==> src/hdl/bsf_pkg.sv <==
package bsf_pkg;

    // Result kind codes
    localparam logic [1:0] KIND_FLAG    = 2'd0;
    localparam logic [1:0] KIND_ESCAPE  = 2'd1;
    localparam logic [1:0] KIND_PAYLOAD = 2'd2;
    localparam logic [1:0] KIND_PARITY  = 2'd3;

    // Register indexes and reset values
    localparam logic REG_FLAG   = 1'b0;
    localparam logic REG_ESCAPE = 1'b1;
    localparam logic [7:0] FLAG_RESET   = 8'd36;
    localparam logic [7:0] ESCAPE_RESET = 8'd47;

    // Depth of the request queue between front and back
    localparam int QUEUE_DEPTH = 4;

    typedef struct packed {
        logic [7:0] flag_value;
        logic [7:0] escape_value;
    } t_cfg;

    // One classified request: the byte and the frame bytes it calls for
    typedef struct packed {
        logic [7:0] payload_byte;
        logic       open_frame;
        logic       needs_escape;
        logic       last_byte;
    } t_cmd;

endpackage

==> src/hdl/byte_stuff_framer_parity.sv <==
// Byte-stuffing framer with trailing parity. Each payload byte pushed in comes
// out as one to five frame bytes: an opening flag on the first byte of a
// message, an escape ahead of any byte equal to the flag or escape register,
// the byte itself, and after the last byte a closing flag and a parity byte
// (XOR of all frame bytes of the message, flags and escapes included).
// out_last marks the final frame byte produced for each pushed byte. The
// front classifies a byte in the cycle it is pushed and hands it to a
// QUEUE_DEPTH-entry request queue; the back sequencer drains it at one frame
// byte per cycle while its output slot is free or being popped. Pushes are
// taken while the queue has room, independent of a waiting result. Write
// flag_value at address 0 and escape_value at address 4 only while idle.
module byte_stuff_framer_parity
    import bsf_pkg::*;
#(
    parameter int QDEPTH = QUEUE_DEPTH
) (
    input  logic        i_clk,
    input  logic        i_rst_n,
    input  logic        push,
    output logic        full,
    input  logic [7:0]  i_payload_byte,
    input  logic        i_last_byte,
    output logic        empty,
    input  logic        pop,
    output logic [7:0]  o_out_byte,
    output logic [1:0]  o_out_kind,
    output logic        o_out_last,
    input  logic        psel,
    input  logic        penable,
    input  logic        pwrite,
    input  logic [2:0]  paddr,
    input  logic [31:0] pwdata,
    output logic [31:0] prdata,
    output logic        pready
);

    t_cfg w_cfg;
    logic w_q_push;
    t_cmd w_q_wdata;
    logic w_q_full;
    logic w_q_pop;
    logic w_q_valid;
    t_cmd w_q_rdata;

    assign full = w_q_full;

    bsf_regs u_regs (
        .i_clk   (i_clk),
        .i_rst_n (i_rst_n),
        .psel    (psel),
        .penable (penable),
        .pwrite  (pwrite),
        .paddr   (paddr),
        .pwdata  (pwdata),
        .prdata  (prdata),
        .pready  (pready),
        .o_cfg   (w_cfg)
    );

    bsf_front u_front (
        .i_clk          (i_clk),
        .i_rst_n        (i_rst_n),
        .i_push         (push),
        .i_payload_byte (i_payload_byte),
        .i_last_byte    (i_last_byte),
        .i_cfg          (w_cfg),
        .i_q_full       (w_q_full),
        .o_q_push       (w_q_push),
        .o_q_data       (w_q_wdata)
    );

    bsf_queue #(
        .DEPTH (QDEPTH)
    ) u_queue (
        .i_clk   (i_clk),
        .i_rst_n (i_rst_n),
        .i_push  (w_q_push),
        .i_data  (w_q_wdata),
        .o_full  (w_q_full),
        .i_pop   (w_q_pop),
        .o_valid (w_q_valid),
        .o_data  (w_q_rdata)
    );

    bsf_back u_back (
        .i_clk      (i_clk),
        .i_rst_n    (i_rst_n),
        .i_cfg      (w_cfg),
        .i_q_valid  (w_q_valid),
        .i_q_data   (w_q_rdata),
        .o_q_pop    (w_q_pop),
        .i_pop      (pop),
        .o_empty    (empty),
        .o_out_byte (o_out_byte),
        .o_out_kind (o_out_kind),
        .o_out_last (o_out_last)
    );

endmodule

==> src/hdl/bsf_regs.sv <==
module bsf_regs
    import bsf_pkg::*;
(
    input  logic        i_clk,
    input  logic        i_rst_n,
    input  logic        psel,
    input  logic        penable,
    input  logic        pwrite,
    input  logic [2:0]  paddr,
    input  logic [31:0] pwdata,
    output logic [31:0] prdata,
    output logic        pready,
    output t_cfg        o_cfg
);

    logic [7:0] r_flag;
    logic [7:0] r_escape;
    logic       w_wr;
    logic       w_idx;

    assign pready = 1'b1;
    assign w_wr   = psel && penable && pwrite;
    assign w_idx  = paddr[2];

    // Hold the flag and escape registers
    always_ff @(posedge i_clk) begin
        if (!i_rst_n) begin
            r_flag   <= FLAG_RESET;
            r_escape <= ESCAPE_RESET;
        end else if (w_wr) begin
            unique case (w_idx)
                REG_FLAG:   r_flag   <= pwdata[7:0];
                REG_ESCAPE: r_escape <= pwdata[7:0];
                default:    r_flag   <= r_flag;
            endcase
        end
    end

    // Read back the addressed register
    always_comb begin
        unique case (w_idx)
            REG_FLAG:   prdata = {24'd0, r_flag};
            REG_ESCAPE: prdata = {24'd0, r_escape};
            default:    prdata = 32'd0;
        endcase
    end

    assign o_cfg.flag_value   = r_flag;
    assign o_cfg.escape_value = r_escape;

endmodule

==> src/hdl/bsf_front.sv <==
module bsf_front
    import bsf_pkg::*;
(
    input  logic       i_clk,
    input  logic       i_rst_n,
    input  logic       i_push,
    input  logic [7:0] i_payload_byte,
    input  logic       i_last_byte,
    input  t_cfg       i_cfg,
    input  logic       i_q_full,
    output logic       o_q_push,
    output t_cmd       o_q_data
);

    logic r_in_frame;

    assign o_q_push = i_push && !i_q_full;

    // Classify the byte: opening flag needed, escape needed
    always_comb begin
        o_q_data.payload_byte = i_payload_byte;
        o_q_data.open_frame   = !r_in_frame;
        o_q_data.needs_escape = (i_payload_byte == i_cfg.flag_value) ||
                                (i_payload_byte == i_cfg.escape_value);
        o_q_data.last_byte    = i_last_byte;
    end

    // Track whether a frame is open
    always_ff @(posedge i_clk) begin
        if (!i_rst_n) begin
            r_in_frame <= 1'b0;
        end else if (o_q_push) begin
            r_in_frame <= !i_last_byte;
        end
    end

endmodule

==> src/hdl/bsf_queue.sv <==
module bsf_queue
    import bsf_pkg::*;
#(
    parameter int DEPTH = QUEUE_DEPTH
) (
    input  logic i_clk,
    input  logic i_rst_n,
    input  logic i_push,
    input  t_cmd i_data,
    output logic o_full,
    input  logic i_pop,
    output logic o_valid,
    output t_cmd o_data
);

    localparam int AW = (DEPTH > 1) ? $clog2(DEPTH) : 1;

    t_cmd            r_mem [DEPTH];
    logic [AW-1:0]   r_wr_ptr;
    logic [AW-1:0]   r_rd_ptr;
    logic [AW:0]     r_count;
    logic            w_wr;
    logic            w_rd;

    assign o_full  = (r_count == (AW+1)'(DEPTH));
    assign o_valid = (r_count != '0);
    assign o_data  = r_mem[r_rd_ptr];
    assign w_wr    = i_push && !o_full;
    assign w_rd    = i_pop && o_valid;

    // Store requests
    always_ff @(posedge i_clk) begin
        if (w_wr) begin
            r_mem[r_wr_ptr] <= i_data;
        end
    end

    // Advance pointers and count
    always_ff @(posedge i_clk) begin
        if (!i_rst_n) begin
            r_wr_ptr <= '0;
            r_rd_ptr <= '0;
            r_count  <= '0;
        end else begin
            if (w_wr) begin
                r_wr_ptr <= (r_wr_ptr == AW'(DEPTH - 1)) ? '0 : r_wr_ptr + 1'b1;
            end
            if (w_rd) begin
                r_rd_ptr <= (r_rd_ptr == AW'(DEPTH - 1)) ? '0 : r_rd_ptr + 1'b1;
            end
            if (w_wr && !w_rd) begin
                r_count <= r_count + 1'b1;
            end else if (w_rd && !w_wr) begin
                r_count <= r_count - 1'b1;
            end
        end
    end

endmodule

==> src/hdl/bsf_back.sv <==
module bsf_back
    import bsf_pkg::*;
(
    input  logic       i_clk,
    input  logic       i_rst_n,
    input  t_cfg       i_cfg,
    input  logic       i_q_valid,
    input  t_cmd       i_q_data,
    output logic       o_q_pop,
    input  logic       i_pop,
    output logic       o_empty,
    output logic [7:0] o_out_byte,
    output logic [1:0] o_out_kind,
    output logic       o_out_last
);

    typedef enum logic [2:0] {
        PH_OPEN,
        PH_ESC,
        PH_PAY,
        PH_CLOSE,
        PH_PAR
    } t_phase;

    t_phase     r_phase;
    logic       r_mid;
    logic [7:0] r_parity;
    logic       r_out_valid;
    logic [7:0] r_out_byte;
    logic [1:0] r_out_kind;
    logic       r_out_last;

    t_phase     w_first;
    t_phase     w_cur;
    t_phase     w_nxt;
    logic [7:0] w_byte;
    logic [1:0] w_kind;
    logic       w_fin;
    logic       w_go;

    // Pick the phase the head request starts in
    always_comb begin
        if (i_q_data.open_frame) begin
            w_first = PH_OPEN;
        end else if (i_q_data.needs_escape) begin
            w_first = PH_ESC;
        end else begin
            w_first = PH_PAY;
        end
        w_cur = r_mid ? r_phase : w_first;
    end

    // Produce the byte for the current phase and the phase after it
    always_comb begin
        unique case (w_cur)
            PH_OPEN: begin
                w_byte = i_cfg.flag_value;
                w_kind = KIND_FLAG;
                w_fin  = 1'b0;
                w_nxt  = i_q_data.needs_escape ? PH_ESC : PH_PAY;
            end
            PH_ESC: begin
                w_byte = i_cfg.escape_value;
                w_kind = KIND_ESCAPE;
                w_fin  = 1'b0;
                w_nxt  = PH_PAY;
            end
            PH_PAY: begin
                w_byte = i_q_data.payload_byte;
                w_kind = KIND_PAYLOAD;
                w_fin  = !i_q_data.last_byte;
                w_nxt  = PH_CLOSE;
            end
            PH_CLOSE: begin
                w_byte = i_cfg.flag_value;
                w_kind = KIND_FLAG;
                w_fin  = 1'b0;
                w_nxt  = PH_PAR;
            end
            PH_PAR: begin
                w_byte = r_parity;
                w_kind = KIND_PARITY;
                w_fin  = 1'b1;
                w_nxt  = PH_PAY;
            end
            default: begin
                w_byte = i_q_data.payload_byte;
                w_kind = KIND_PAYLOAD;
                w_fin  = 1'b1;
                w_nxt  = PH_PAY;
            end
        endcase
    end

    // Emit when the output slot is free or being drained
    assign w_go    = i_q_valid && (!r_out_valid || i_pop);
    assign o_q_pop = w_go && w_fin;

    // Hold sequencer state, running parity and the output slot
    always_ff @(posedge i_clk) begin
        if (!i_rst_n) begin
            r_phase     <= PH_PAY;
            r_mid       <= 1'b0;
            r_parity    <= 8'd0;
            r_out_valid <= 1'b0;
        end else if (w_go) begin
            r_out_valid <= 1'b1;
            r_out_byte  <= w_byte;
            r_out_kind  <= w_kind;
            r_out_last  <= w_fin;
            r_mid       <= !w_fin;
            r_phase     <= w_nxt;
            if (w_cur == PH_PAR) begin
                r_parity <= 8'd0;
            end else if (w_cur == PH_OPEN) begin
                r_parity <= w_byte;
            end else begin
                r_parity <= r_parity ^ w_byte;
            end
        end else if (i_pop) begin
            r_out_valid <= 1'b0;
        end
    end

    assign o_empty    = !r_out_valid;
    assign o_out_byte = r_out_byte;
    assign o_out_kind = r_out_kind;
    assign o_out_last = r_out_last;

endmodule

==> config.mk <==
export PLATFORM = sky130hd
export DESIGN_NAME = byte_stuff_framer_parity
export DESIGN_NICKNAME = d
export VERILOG_FILES = /design/src/hdl/bsf_pkg.sv /design/src/hdl/byte_stuff_framer_parity.sv /design/src/hdl/bsf_regs.sv /design/src/hdl/bsf_front.sv /design/src/hdl/bsf_queue.sv /design/src/hdl/bsf_back.sv
export SDC_FILE = /design/constraint.sdc
export NUM_CORES = 1
export LEC_CHECK = 0
export BUFFER_PORTS_ARGS = -buffer_cell sky130_fd_sc_hd__buf_2
export CAP_MARGIN = 20
export CORE_MARGIN = 1
export CORE_UTILIZATION = 30
export CTS_CLUSTER_DIAMETER = 150
export DETAILED_ROUTE_END_ITERATION = 10
export GPL_TIMING_DRIVEN = 0
export PLACE_DENSITY = 0.55
export RECOVER_POWER = 50
export SETUP_SLACK_MARGIN = 0.05
export SYNTH_ARGS = -nofsm -noshare
export SYNTH_HDL_FRONTEND = slang
export SYNTH_SLANG_ARGS = --single-unit
export TNS_END_PERCENT = 30
==> constraint.sdc <==
create_clock -name i_clk -period 5.28 [get_ports i_clk]
set_input_delay 1.056 -clock i_clk [delete_from_list [all_inputs] [get_ports i_clk]]
set_output_delay 1.056 -clock i_clk [all_outputs]
set_load 0.005 [all_outputs]
==> out/metrics.yaml, run 1 <==
run_status: "complete, no violations"
rrSetupSlack_ns: 1.94
total_power_mw: 2.47
cts_resized: 0
drive_gt1_share_pct: 21.1
use_met3_pct: 4.56
cts.sinks: 94
dr.pass1.iters: 5
synthXorXnorAreaFrac_pct: 3.54
powerDensity_nw_per_um2: 445
wl_mm: 11.5
finalSetupViolCount: 0
grt_pass1_wl_mm: 17.9
r2r_cells: 11
place_congestion: 0.854
rsz0062_at_grt: "false"
hold_start: "u_back.r_out_valid$_SDFFE_PN0P_"
grtUsageMet1_pct: 19.0
clock_skew_ns: 0.00553
antenna_found_initial: 0
die_w_um: 127
power_switching_mw: 0.807
max_stage_delay_ns: 0.54
seqPwrFrac_pct: 40.6
start_util_pct: 30.8
hpwlAfterDp_mm: 8.43
synthAdderAreaFrac_pct: 2.02
irDropWorstVdd_mv: 0.152
diodes: 0
finalHoldViolations: 0
worstSkewPairLatency_ns: 0.35
hold_path_depth: 2
syn_area_sq_um: 4710
routed_via_density: 4.79
fin_crit_ns: 3.34
post_cts_buffers: 0
synth_ff_type: "edfxtp_1"
cts_buffers: 9
ys_ff_latch: 94
p_comb_share_pct: 31.8
die_area_sq_um: 16200
cp-start-kind: "register"
htreeDepth: 3
async_reset_ff_share_pct: 0
synth-edff-count: 55
switching_share_pct: 32.7
core_sq_um: 15300
synth_top_area_share_pct: 35.1
leakage_nw: 2.11
yosysTopAreaCell: "edfxtp_1"
grt-busiest-layer: "met2"
path_max_fanout: 10
wire_per_inst_um: 16.3
crit_path_top_delay_cell: "clkbuf_1"
holdPathEnd: "u_back.r_out_valid$_SDFFE_PN0P_"
synth_cell_type_count: 57
criticalPathCategory: "reg -> reg"
grt_pass1_vias: 3241
overflow: 0
ctsHoldBuffers: 0
cts_buffer_depth: 2
synth_top_family_by_area: "compound AO/OA/AOI/OAI gates"
cts-root-buf: "clkbuf_16"
p_int_mw: 1.67
drtIter0Drc: 219
die_h_um: 127
portBuffers: 45
maxCapViolCount: 0
slew_violations: 0
synth_warnings: 0
synth_compound_area_share_pct: 14.3
synthMuxAreaShare_pct: 8.83
synth-simple-area-share_pct: 13.0
cts_tree: "yes"
tns_ns: 0
worstPathRequired_ns: 5.55
grt_max_degree: 15
fmax_mhz: 299
final_common_cell: "edfxtp_1"
arrival_ns: 3.62
crit_chain: "clkbuf_1, mux4_2, a2bb2oi_1, o31ai_1, nand2_2, ha_1, inv_1, fa_1, xor2_1, or3_1, a21boi_0"
netlist_top_cells_area: "edfxtp_1 35%, dfxtp_1 17%, mux4_2 4.8%, buf_4 4.1%, nand2_1 4.1%"
rr_endpoint: "u_queue.r_count[2]$_SDFFE_PN0P_"
synth_cells: 408
clkTransAtPathRegs_ns: 0.06
final_cell_mix: "55 x edfxtp_1, 51 x nand2_1, 39 x dfxtp_1"
maxSlewHeadroom_pct: 40.6
io_pins: 97
syn_area_per_cell_sq_um: 11.5
use_met2_pct: 24.2
ys_seq_area_share_pct: 51.7
min-delay-path-class: "reg -> reg"
endpoint_kind: "register"
grt_util_all_layers_pct: 15.0
drcViolationCount: 0
area.growth.synth_to_final_pct: 18.1
fin_nets: 545
fin_crit_sh_pct: 63.3
fp-row-count: 45
ant_nets: 0
num_vias: 3368
clock_power_share_pct: 27.5
tightest_slew_ns: 0.881
==> metal layers <==
layer / vias to the layer above / routed length [um]
met5: - / 0
met4: 0 / 177
met3: 17 / 731
met2: 115 / 5320
met1: 1617 / 5230
li1: 1619 / -
==> worst max-delay path, delay by kind of cell, from the launching register on <==
kind / cells / cell delay [ns]
compound gates: 3 / 0.79
mux: 1 / 0.52
flops: 1 / 0.38
buf+inv: 2 / 0.61
xor+xnor: 1 / 0.07
fa+ha+maj: 2 / 0.42
simple gates: 2 / 0.46
==> cells in the mapped netlist (all sizes together) (2+ instances only) <==
cell type,count
edfxtp,55
nand2,53
dfxtp,39
buf,32
nand3,22
xnor2,18
o21ai,16
a21boi,13
and2,11
a21oi,10
clkbuf,10
inv,10
mux2i,10
mux4,10
a221o,8
a22o,8
mux2,8
nor2,8
nor2b,8
a32o,6
ha,6
nand4,6
o211ai,6
nand2b,3
a211oi,2
a21o,2
a222oi,2
conb,2
nor3b,2
o211a,2
o22ai,2
==> how the worst max path moves through the flow <==
stage                        start                               to  slack [ns]  cells after the start
after floorplan           paddr[2]                        prdata[0]        2.50                      2
after global placement         pop  u_queue.r_count[2]$_SDFFE_PN0P_        2.04                     11
after detailed placement       pop  u_queue.r_count[2]$_SDFFE_PN0P_        2.00                     11
after CTS                 paddr[2]                        prdata[7]        2.17                      4
after global routing      register  u_queue.r_count[2]$_SDFFE_PN0P_        1.70                     11
final                     register  u_queue.r_count[2]$_SDFFE_PN0P_        1.94                     11
==> final cells by class <==
| class | instances | area [sq um] |
|---|---|---|
| tap | 211 | 264 |
| clock buffer | 14 | 317 |
| fill | 1530 | 9700 |
| multi-input combinational | 285 | 2030 |
| sequential | 94 | 2430 |
| clock inverter | 2 | 8.76 |
| inverter | 10 | 37.5 |
| buffer | 42 | 267 |
| timing repair buffer | 45 | 206 |
==> power by group through the flow <==
stage,registers [mW],clock network [mW],logic (mW)
after floorplan,1.00,0,0.578
after global placement,1.02,0,0.785
after detailed placement,1.02,0,0.801
after CTS,1.01,0.702,0.804
after global routing,1.02,0.726,0.873
final,1.00,0.681,0.787
==> sequential cells by signal, indices dropped and copies added, names as in the netlist, named ones only <==
name,count
u_regs.r_escape,8
u_back.r_parity,8
u_queue.r_wr_ptr,2
u_back.r_phase,3
u_back.o_out_kind,2
u_back.o_out_byte,8
u_front.r_in_frame,1
u_back.o_out_last,1
u_regs.r_flag,8
u_back.r_out_valid,1
u_queue.r_rd_ptr,2
u_queue.r_mem,44
u_queue.r_count,3
u_back.r_mid,1
==> cells by family (layout without fill, tap and decap cells) <==
family | after synthesis | count (layout)
AND/OR/NAND/NOR | 122 | 122
flip-flops | 94 | 94
AO/OA/AOI/OAI | 84 | 84
buffers and inverters | 52 | 113
multiplexers | 28 | 28
XOR/XNOR | 19 | 19
adder cells (fa/ha/maj) | 7 | 7
other | 2 | 25
==> per-stage QoR <==
stage	setup WS (ns)	hold slack, ns	utilization [%]	std cells	cell area [sq um]
2_1_floorplan	2.50	0.445	-	431	4790
3_3_place_gp	2.04	0.485	34.6	687	5280
3_5_place_dp	2.00	0.493	34.6	687	5280
4_1_cts	2.17	0.502	36.7	703	5610
5_1_grt	1.70	0.528	36.4	703	5560
6_report	1.94	0.497	36.4	703	5560
(Power assumes the default switching activity.)
==> run 2: changes to the inputs <==
--- a/config.mk
+++ b/config.mk
@@ -12,7 +12,7 @@
 export CTS_CLUSTER_DIAMETER = 150
 export DETAILED_ROUTE_END_ITERATION = 10
 export GPL_TIMING_DRIVEN = 0
-export PLACE_DENSITY = 0.55
+export PLACE_DENSITY = 0.57
 export RECOVER_POWER = 50
 export SETUP_SLACK_MARGIN = 0.05
 export SYNTH_ARGS = -nofsm -noshare
==> constraint.sdc (replaced) <==
create_clock -name i_clk -period 3.05 [get_ports i_clk]
set_input_delay 0.61 -clock i_clk [delete_from_list [all_inputs] [get_ports i_clk]]
set_output_delay 0.61 -clock i_clk [all_outputs]
set_load 0.005 [all_outputs]
==> run 2 against run 1 <==
Effect of this change:
- sequential share of layout area is 0.27 points lower
- hold slack lost 0.0089 ns
- flip-flop and latch count stayed put
- via count rose by 2.0%
- power grew 72%
- largest cell class unchanged
- combinational power up 80%
- register-to-register slack worse by 1.7 ns
- first-iteration DRC count is 7.8% lower
- non-clock buffer count up 3
- critical endpoint unchanged
- clock power grew 59%
==> out/metrics.yaml, run 2 (synthesized netlist as in run 1, its figures left out) <==
run_status: "complete, no violations"
die_area_sq_um: 16200  # unchanged
place_area_sq_um: 5280  # unchanged
overflow: 0  # unchanged
place_congestion: 0.848  # -0.81%
design_area_sq_um: 5600  # +0.68%
maxCapViolCount: 0  # unchanged
cts.sinks: 94  # unchanged
area.growth.synth_to_final_pct: 18.9
cts_tree: "yes"
clkTransAtPathRegs_ns: 0.06  # about the same
maxSlewHeadroom_pct: 42.0  # +1.3 points
p_int_mw: 2.83  # +70%
cp-start-kind: "register"
finalHoldViolations: 0  # unchanged
ctsHoldBuffers: 0  # unchanged
clock_skew_ns: 0.00573  # +0.000209 ns
drive_gt1_share_pct: 21.8  # +0.68 points
arrival_ns: 3.09  # -0.53 ns
num_vias: 3437  # +2.0%
hold_ws_ns: 0.488  # -0.00887 ns
antenna_found_initial: 0  # unchanged
final_common_cell: "edfxtp_1"
htreeDepth: 3  # unchanged
clock_power_share_pct: 25.5  # -2.0 points
multi_input_area_sq_um: 2080  # +2.5%
grt_util_all_layers_pct: 14.7  # -0.30 points
endpoint_kind: "register"
worstSkewPairLatency_ns: 0.35  # about the same
fp-row-count: 45  # unchanged
grt_pass1_vias: 3229  # -0.37%
rsz0062_at_grt: "false"
final_cell_mix: "55 x edfxtp_1, 51 x nand2_1, 38 x dfxtp_1"
io_pins: 97  # unchanged
wl_mm: 11.4  # -0.43%
slew_violations: 0  # unchanged
start_util_pct: 30.8  # unchanged
fin_nets: 548  # +0.55%
core_sq_um: 15300  # unchanged
cts_buffers: 9  # unchanged
power_switching_mw: 1.42  # +76%
diodes: 0  # unchanged
die_w_um: 127  # unchanged
largest_reg_flops: 44  # unchanged
leakage_nw: 2.10  # -0.42%
drtIter0Drc: 202  # -7.8%
utilization_pct: 36.7  # +0.25 points
ant_nets: 0  # unchanged
powerDensity_nw_per_um2: 760  # +71%
min-delay-path-class: "in -> reg"
switching_share_pct: 33.5  # +0.84 points
fmax_mhz: 356  # +19%
routed_via_density: 4.87  # +1.6%
fin_crit_sh_pct: 92.2  # +29 points
die_h_um: 127  # unchanged
portBuffers: 45  # unchanged
crit_path_top_delay_cell: "dfxtp_1"
fin_crit_ns: 2.81  # -0.531 ns
max_stage_delay_ns: 0.46  # -0.08 ns
worstPathRequired_ns: 3.33  # -2.22 ns
regMostFlops: "u_queue.r_mem"
p_comb_share_pct: 33.5  # +1.7 points
irDropWorstVdd_mv: 0.307  # +100%
path_max_fanout: 5  # -5
cts_buffer_depth: 2  # unchanged
seq_area_sq_um: 2430  # about the same
grt_pass1_wl_mm: 17.5  # -2.5%
tightest_slew_ns: 0.859  # -0.0226 ns
wire_per_inst_um: 16.2  # -0.85%
fillCellCount: 1501  # -1.9%
hpwlAfterDp_mm: 8.39  # -0.48%
crit_chain: "mux2i_2, a22oi_1, a2bb2oi_2, o31ai_4, nand2_2, ha_1, inv_1, fa_1, xor2_1, or3_1, a21boi_0"
criticalPathCategory: "reg -> reg"
grt_max_degree: 15  # unchanged
seqPwrFrac_pct: 41.0  # +0.4 points
finalSetupViolCount: 0  # unchanged
cts-root-buf: "clkbuf_16"
drcViolationCount: 0  # unchanged
dr.pass1.iters: 5  # unchanged
## run 2: changes by cell type in the layout (fill, tap and decap cells not counted), moves of 2 or more
cell | before | now
clkinv_1 | 0 | 2
clkbuf_1 | 26 | 31
buf_4 | 26 | 28
buf_6 | 1 | 3
clkbuf_8 | 3 | 0
mux2i_2 | 0 | 2
mux2i_1 | 10 | 8
buf_2 | 33 | 29
clkbuf_16 | 11 | 9
## run 2: worst paths after layout
check	to	slack (ns)	cells after the start	start
setup reg to reg	u_queue.r_count[2]$_SDFFE_PN0P_	0.24	11	register
hold / removal	u_regs.r_escape[3]$_SDFFE_PN1P_	0.49	3	pwdata[3]
hold reg to reg	u_front.r_in_frame$_SDFFE_PN0P_	0.50	1	u_front.r_in_frame$_SDFFE_PN0P_
setup / recovery	u_queue.r_count[2]$_SDFFE_PN0P_	0.24	11	register
## run 2: power by group through the flow
| stage | Combinational (mW) | Clock [mW] | Sequential [mW] |
|---|---|---|---|
| CTS | 1.42 | 1.11 | 1.74 |
| finish | 1.42 | 1.08 | 1.74 |
| global route | 1.57 | 1.15 | 1.77 |
| floorplan | 1.00 | 0 | 1.73 |
| detailed placement | 1.40 | 0 | 1.76 |
| global placement | 1.36 | 0 | 1.76 |
## run 2: per-layer routing
| layer | GRT usage [%] | vias to the layer above | routed length, um |
|---|---|---|---|
| met3 | 4.90 | 17 | 754 |
| met4 | 4.90 | 0 | 180 |
| met2 | 23.3 | 124 | 5320 |
| li1 | - | 1627 | - |
| met1 | 18.8 | 1669 | 5160 |
| met5 | 0 | - | 0 |
## run 2: through the flow
step | worst slack [ns] | cells | setup TNS, ns | power [mW]
after floorplan | 0.462 | 431 | 0 | 2.73
after global placement | 0.0553 | 687 | 0 | 3.12
after detailed placement | -0.0768 | 687 | -0.0768 | 3.17
after CTS | 0.0698 | 703 | 0 | 4.27
after global routing | 0.0256 | 706 | 0 | 4.50
final | 0.237 | 706 | 0 | 4.25
## run 2: final cells by class
class | instances | share of cell area (%)
clock buffers | 11 | 4.16
flip-flops and latches | 94 | 43.5
inverters | 10 | 0.671
well taps | 211 | 4.72
multi-input cells | 285 | 37.1
plain buffers | 42 | 5.01
clock inverters | 5 | 0.894
repair buffers | 48 | 3.96
## run 2: critical path, delay by kind of cell (launching register included)
| kind | cells | cell delay, ns |
|---|---|---|
| XOR/XNOR | 1 | 0.17 |
| AND/OR/NAND/NOR | 2 | 0.43 |
| AO/OA/AOI/OAI | 4 | 0.90 |
| multiplexers | 1 | 0.14 |
| buffers and inverters | 1 | 0.06 |
| flip-flops | 1 | 0.46 |
| adder cells (fa/ha/maj) | 2 | 0.58 |
## run 2: timing repair
action,CTS,global route
pin swaps,1,0
endpoints found under the setup margin,2,1
gates resized for setup,3,6
setup buffers,0,3
